**src/rtl/sebd_ram.sv**
```systemverilog
// Generic simple dual-port RAM: one write port, one registered read port.
`timescale 1ns / 1ps
`default_nettype none

module sebd_ram #(
    parameter int WIDTH = 8,
    parameter int DEPTH = 16
) (
    input  wire logic                     clk,
    input  wire logic                     wr_en,
    input  wire logic [$clog2(DEPTH)-1:0] wr_addr,
    input  wire logic [WIDTH-1:0]         wr_data,
    input  wire logic [$clog2(DEPTH)-1:0] rd_addr,
    output logic      [WIDTH-1:0]         rd_data
);

    logic [WIDTH-1:0] mem_reg [DEPTH];
    logic [WIDTH-1:0] rd_data_reg;

    always_ff @(posedge clk) begin
        if (wr_en) begin
            mem_reg[wr_addr] <= wr_data;
        end
        rd_data_reg <= mem_reg[rd_addr];
    end

    assign rd_data = rd_data_reg;

endmodule

`default_nettype wire

```
**config.mk**
```make
export PLATFORM = sky130hd
export DESIGN_NAME = sebd_ram
export DESIGN_NICKNAME = d
export VERILOG_FILES = /design/src/rtl/sebd_ram.sv
export SDC_FILE = /design/constraint.sdc
export NUM_CORES = 1
export LEC_CHECK = 0
export ABC_AREA = 1
export BUFFER_PORTS_ARGS = -buffer_cell sky130_fd_sc_hd__clkbuf_2
export CAP_MARGIN = 20
export CELL_PAD_IN_SITES_DETAIL_PLACEMENT = 0
export CELL_PAD_IN_SITES_GLOBAL_PLACEMENT = 1
export CORE_ASPECT_RATIO = 1.5
export CORE_MARGIN = 5
export CORE_UTILIZATION = 35
export DETAILED_ROUTE_END_ITERATION = 8
export PLACE_DENSITY_LB_ADDON = 0.1
export SLEW_MARGIN = 25
export SYNTH_ARGS = -nofsm -noshare
export SYNTH_HDL_FRONTEND = slang
export SYNTH_SLANG_ARGS = --single-unit
```
**constraint.sdc**
```tcl
create_clock -name clk -period 1 [get_ports clk]
set_clock_uncertainty 0.05 [all_clocks]
set_input_delay 0.1 -clock clk [delete_from_list [all_inputs] [get_ports clk]]
set_output_delay 0.1 -clock clk [all_outputs]
set_load 0.02 [all_outputs]
```
# ---- Yosys cells after proc, flatten, opt, wreduce, memory -nomap -nowiden
# Memory sizes are Yosys's and may differ from the RTL's. A register that Yosys moved wholly into a read port is not among the register bits.
# Cells that the tools add are included.
dict set report word_totals {
  word_cells 3
  regBits 0
  memories 1
  ramBits 128
  in_bits 18
  out_inout_bits 8
}
# memory words word_bits read_ports rd_ports_with_merged_regs write_ports line_no
set memory_table {}
lappend memory_table {mem_reg 16 8 1 1 1 17} ;# logic [WIDTH-1:0] mem_reg [DEPTH];
dict set report classes {
  mux 2
}
# operator n
set ops {}
lappend ops {{2-to-1 mux 1 bit} 2}

# ---- Depth between registers and ports, before layout
# Gate-level depths: netlist (run 1).
dict set report depth {
  depth_word 2
  mapped_depth 8
  depth_no_buf 7
}

# ---- Worst setup path before layout (run 1)
# Ideal clock, no wire load.
dict set report synth_timing {
  path_kind {in2reg}
  startpoint {input wr_addr[3]}
  endpoint {memory mem_reg[4][0] (enable)}
  path_buffers 0
  arrival_time_ps 681
  required_ps 580
  setup_ps 370
  setup_slack_ps -101
  path_stages 2
  path_cell_list {nand3b_1 -> nor2_1}
}
# element line_no
set synth_rtl {}
lappend synth_rtl {{start: declaration} 11} ;# input wire logic [$clog2(DEPTH)-1:0] wr_addr,
lappend synth_rtl {{end: declaration} 17}
# Straight into the memory's write port.

# ---- Worst setup path after layout (run 1)
dict set report layout_timing {
  startpoint {register rd_data_reg[7], in the netlist rd_data[7], read port of mem_reg}
  endpoint {output rd_data[7]}
}
# element line_no
set layout_rtl {}
lappend layout_rtl {{start: declaration} 18} ;# logic [WIDTH-1:0] rd_data_reg;
lappend layout_rtl {{end: declaration} 14} ;# output logic [WIDTH-1:0] rd_data
# No word-level cell between the ends.

==> flow_summary.ini, run 1 <==
[placement]
dp.final_hpwl_um = 9260
preCtsSetupSlack_ps = -225
port_buffers = 25
gp_congestion = 0.762

[power_and_ir_drop]
vdd.ir_drop.worst_mv = 0.991
power_uw = 13700
p_leak_uw = 0.00313
powerDensity_nw_per_um2 = 1900

[yosys]
syn_inst = 551
yosys.area.top_type = edfxtp_1
synth_warnings = 0
synth_top_area_frac = 0.667
syn-num-nets = 569
ys_seq_elements = 136
synth_area_um2 = 5770
syn_avg_cell_area_um2 = 10.5
ys_seq_area_frac = 0.694
synth_area_leaders = edfxtp_1, nand2_1, nand3_1, inv_1, dfxtp_1
yosysUniqueCellTypes = 12

[cells_and_area]
final_layout_size_suffix_gt1_frac = 0.231
fin_util = 0.445
syn_to_final_growth_pct = 25.0
largest_register_ffs = 128
num_antenna_cells = 0
final_common_cell = nand2_1
final_cell_mix = nand2_1, edfxtp_1, inv_1
fin_nets = 629

[sta]
fin_crit_sh = 1.04
setup_viol = 3
worst_pin_slew_ps = 413
min_period_ps = 1040
relSlewSlack = 0.724
rsz0062_at_grt = yes
tns_ps = -81.2
final-hold-violation-count = 0
fmax_mhz = 964
drv_slew = 0
finalWorstSetupSlack_ps = -36.9

[floorplanning]
die_h_um = 167
core-area_um2 = 16200
dieArea_um2 = 19200
start_util = 0.356
fp.dieW_um = 115
num_rows = 57
ios = 26

[worst_setup_path]
rrSetupSlack_ps = 10
worstSetupStartpointType = register
crit_type = reg -> out
crit_chain = buf_8
crit_arrival_ps = 890
cp-end-kind = output pin
critPathMaxStageDelay_ps = 360
required_ps = 850
slowest_stage = dfxtp_4
critPathMaxFanout = 1
critPathTopFamily = flip-flops
cp.buffers_inverters = 1

[detailed_routing]
wl_per_cell_um = 16.9
detail_route.vias_per_cell = 4.63
routed_wl_um = 14000
first_pass_iters = 4
first_iter_violations = 167
drc = 0
via_count = 3844
ant_nets = 0

[global_routing]
grtUsageTotal = 0.154
antenna_found_initial = 0
grt_start_max_net_pins = 65
grt.overflow.total = 0
grt_pass1_wl_um = 22200
grt_pass1_vias = 3879

[clocking]
path_clk_slew_ps = 60
postCtsHoldBufs = 0
cts_tree = built
clk_latency_ps = 400
cts_buffer_depth = 2
cts_buffers = 17
root_buffer = clkbuf_16
cts-htree-levels = 4
postCtsSetupBuffers = 0
clock-sinks = 136

[outcome]
outcome = finished, violations left
violations = negative setup slack

[flow_run]
cap_violations = 0

[min_path]
hp-class = in -> reg
[kinds of logic after synthesis]
group         after synthesis  share of synthesized area
flops                     136                      0.694
simple gates              289                      0.210
buf+inv                   126                     0.0952
[cell usage after synthesis]
cell and instances:
nand2_1 173, inv_2 2, inv_1 100, nand3b_1 2, buf_6 6, buf_2 13, edfxtp_1 128, nor2_1 17
buf_1 1, nand3_1 97, buf_4 4, dfxtp_1 8
[final timing paths]
check                      start            end  cells past startpoint
setup / recovery      rd_data[7]     rd_data[7]                      1
hold / removal        wr_data[1]  mem_reg[2][1]                      1
setup reg to reg   mem_reg[1][0]     rd_data[0]                      6
hold reg to reg   mem_reg[11][6]     rd_data[6]                      6
[stage by stage]
step	area (um2)	std cells	hold WS (ps)
5_1_grt	7210	830	117
6_report	7210	830	103
3_5_place_dp	6360	798	472
4_1_cts	7080	830	104
3_3_place_gp	6360	798	471
2_1_floorplan	5780	551	149
[routing by layer]
layer	up-vias	share of wire	GRT usage
li1	1895	-	-
met1	1875	0.43	0.200
met2	60	0.52	0.261
met3	14	0.030	0.0285
met4	0	0.016	0.0449
met5	-	0	0
[power by group]
part	total [uW]	internal (uW)	switching [uW]
sequential	6440	6380	55.8
combinational	995	369	625
clock	6250	3920	2330
total	13700	10700	3010
[what timing repair did]
item                                   in CTS  in global routing
endpoints found under the hold margin       0                  0
setup endpoints to repair                  13                 16
resized for setup                          33                 35
pin swaps                                   1                 29
[final cells by class]
cell class / instances / area, um2
Tap cell: 206 / 258
Fill cell: 1473 / 8980
Sequential cell: 136 / 4020
Timing Repair Buffer: 65 / 568
Inverter: 102 / 383
Clock buffer: 20 / 437
Clock inverter: 12 / 155
Multi-Input combinational cell: 289 / 1390
Note: power is estimated with default switching activity, not from simulation.
==> run 2: changes to the inputs <==
--- a/config.mk
+++ b/config.mk
@@ -14,6 +14,7 @@
 export CORE_MARGIN = 5
 export CORE_UTILIZATION = 35
 export DETAILED_ROUTE_END_ITERATION = 8
+export MAX_ROUTING_LAYER = met4
 export PLACE_DENSITY_LB_ADDON = 0.1
 export SLEW_MARGIN = 25
 export SYNTH_ARGS = -nofsm -noshare
==> run 2 against run 1 <==
Effect of this change:
- the run still ends with negative setup slack left
- core utilization unchanged
- clock power hardly changed
- via count is 0.10% higher
- critical path depth is the same
- sequential share of layout area is the same
- routed wire length about the same
- flip-flop and latch count is the same
- global-route usage rose by 0.42 points
- non-clock buffer count unchanged
- combinational power about the same
- critical endpoint unchanged
- largest cell class unchanged
==> flow_summary.ini, run 2 (synthesis gave the netlist of run 1 again) <==
[min_path]
min_delay_worst_endpoint = mem_reg[2][1]
hp-class = in -> reg
min_path_cells = 1
hold_path.startpoint = wr_data[1]

[global_routing]
grtUsageTotal = 0.158
use_met1 = 0.201
antenna_found_initial = 0
grt.overflow.total = 0
busiest_layer = met2
met3_usage = 0.0260
grt_util_met2 = 0.261
grt_start_max_net_pins = 65
grt_pass1_vias = 3878
grt_pass1_wl_um = 22200

[worst_setup_path]
crit_chain = buf_8
worstSetupStartpointType = register
required_ps = 850
critPathMaxStageDelay_ps = 360
critPathTopFamily = flip-flops
r2r-end = rd_data[0]
critPathMaxFanout = 1
rr_startpoint = mem_reg[1][0]
reg2reg_depth = 6
crit_type = reg -> out
rrSetupSlack_ps = 20
crit_arrival_ps = 880
slowest_stage = dfxtp_4
cp.buffers_inverters = 1
cp-end-kind = output pin

[detailed_routing]
via_count = 3848
drc = 0
wl_per_cell_um = 16.9
first_iter_violations = 170
detail_route.vias_per_cell = 4.64
routed_wl_um = 14000
first_pass_iters = 4
ant_nets = 0

[cells_and_area]
final_cell_mix = nand2_1, edfxtp_1, inv_1
final_common_cell = nand2_1
fin_util = 0.445
fin_nets = 629
final_layout_size_suffix_gt1_frac = 0.231
num_antenna_cells = 0
largest_register_ffs = 128
syn_to_final_growth_pct = 25.0

[clocking]
cts_buffer_depth = 2
cts_buffers = 17
clock-sinks = 136
postCtsSetupBuffers = 0
clk_latency_ps = 400
root_buffer = clkbuf_16
path_clk_slew_ps = 60
cts_tree = built
cts-htree-levels = 4

[floorplanning]
ios = 26
num_rows = 57
start_util = 0.356
fp.dieW_um = 115
dieArea_um2 = 19200
die_h_um = 167
core-area_um2 = 16200

[placement]
gp_congestion = 0.772
dp.final_hpwl_um = 9260
preCtsSetupSlack_ps = -225
port_buffers = 25

[sta]
finalWorstSetupSlack_ps = -34.8
fmax_mhz = 966
relSlewSlack = 0.729
drv_slew = 0
setup_viol = 3
fin_crit_sh = 1.03
rsz0062_at_grt = yes
final-hold-violation-count = 0
worst_pin_slew_ps = 406
min_period_ps = 1030

[outcome]
outcome = finished, violations left
violations = negative setup slack

[power_and_ir_drop]
p_leak_uw = 0.00313
vdd.ir_drop.worst_mv = 0.993
powerDensity_nw_per_um2 = 1900

[flow_run]
cap_violations = 0
[run 2: worst reg2reg max path, stage by stage (launching register included)]
cell	delay, ps
edfxtp_1	370
inv_1	70
nand2_1	50
nand3_1	100
nand3_1	90
nand3_2	70
nand2_1	70
[run 2: cell type report]
cell class | count | area, um2
sequential | 136 | 4020
clock inverter | 12 | 155
inverter | 102 | 383
multi-input combinational | 289 | 1390
clock buffer | 20 | 437
tap | 206 | 258
timing repair buffer | 65 | 568
fill | 1473 | 8980
[run 2: routing by layer]
metal,vias to the layer above,routed length (um)
li1,1896,-
met1,1877,6050
met2,64,7270
met3,11,499
met4,0,197
met5,-,0
[run 2: worst max-delay path by stage]
| stage | start | to | slack [ps] | depth (start not counted) |
|---|---|---|---|---|
| 2_1_floorplan | wr_addr[2] | mem_reg[10][0] | -100 | 2 |
| 3_3_place_gp | rd_addr[0] | rd_data[2] | -240 | 7 |
| 3_5_place_dp | rd_addr[0] | rd_data[2] | -230 | 7 |
| 4_1_cts | rd_data[7] | rd_data[7] | -80 | 1 |
| 5_1_grt | rd_data[7] | rd_data[7] | -60 | 1 |
| 6_report | rd_data[7] | rd_data[7] | -30 | 1 |
[run 2: metrics by stage]
step	setup TNS (ps)	hold WS, ps	total power (uW)	cells	cell area, um2
floorplan	-8040	149	7020	551	5780
global placement	-19070	471	7420	798	6360
detailed placement	-21130	472	7430	798	6360
CTS	-344	104	13800	830	7080
global route	-516	118	14200	830	7210
finish	-83.3	99.8	13700	830	7210
[run 2: what timing repair did]
| item | 4_1_cts | 5_1_grt |
|---|---|---|
| pin swaps | 1 | 29 |
| cloned | 0 | 0 |
| setup endpoints to repair | 13 | 16 |
| hold buffers | 0 | 0 |
| gates resized for setup | 33 | 35 |
[run 2: power breakdown]
| group | switching (uW) | total, uW | internal, uW | leakage, uW |
|---|---|---|---|---|
| Combinational | 626 | 996 | 369 | 0.00162 |
| Clock | 2330 | 6260 | 3920 | 0.000284 |
| Sequential | 56.0 | 6440 | 6380 | 0.00122 |
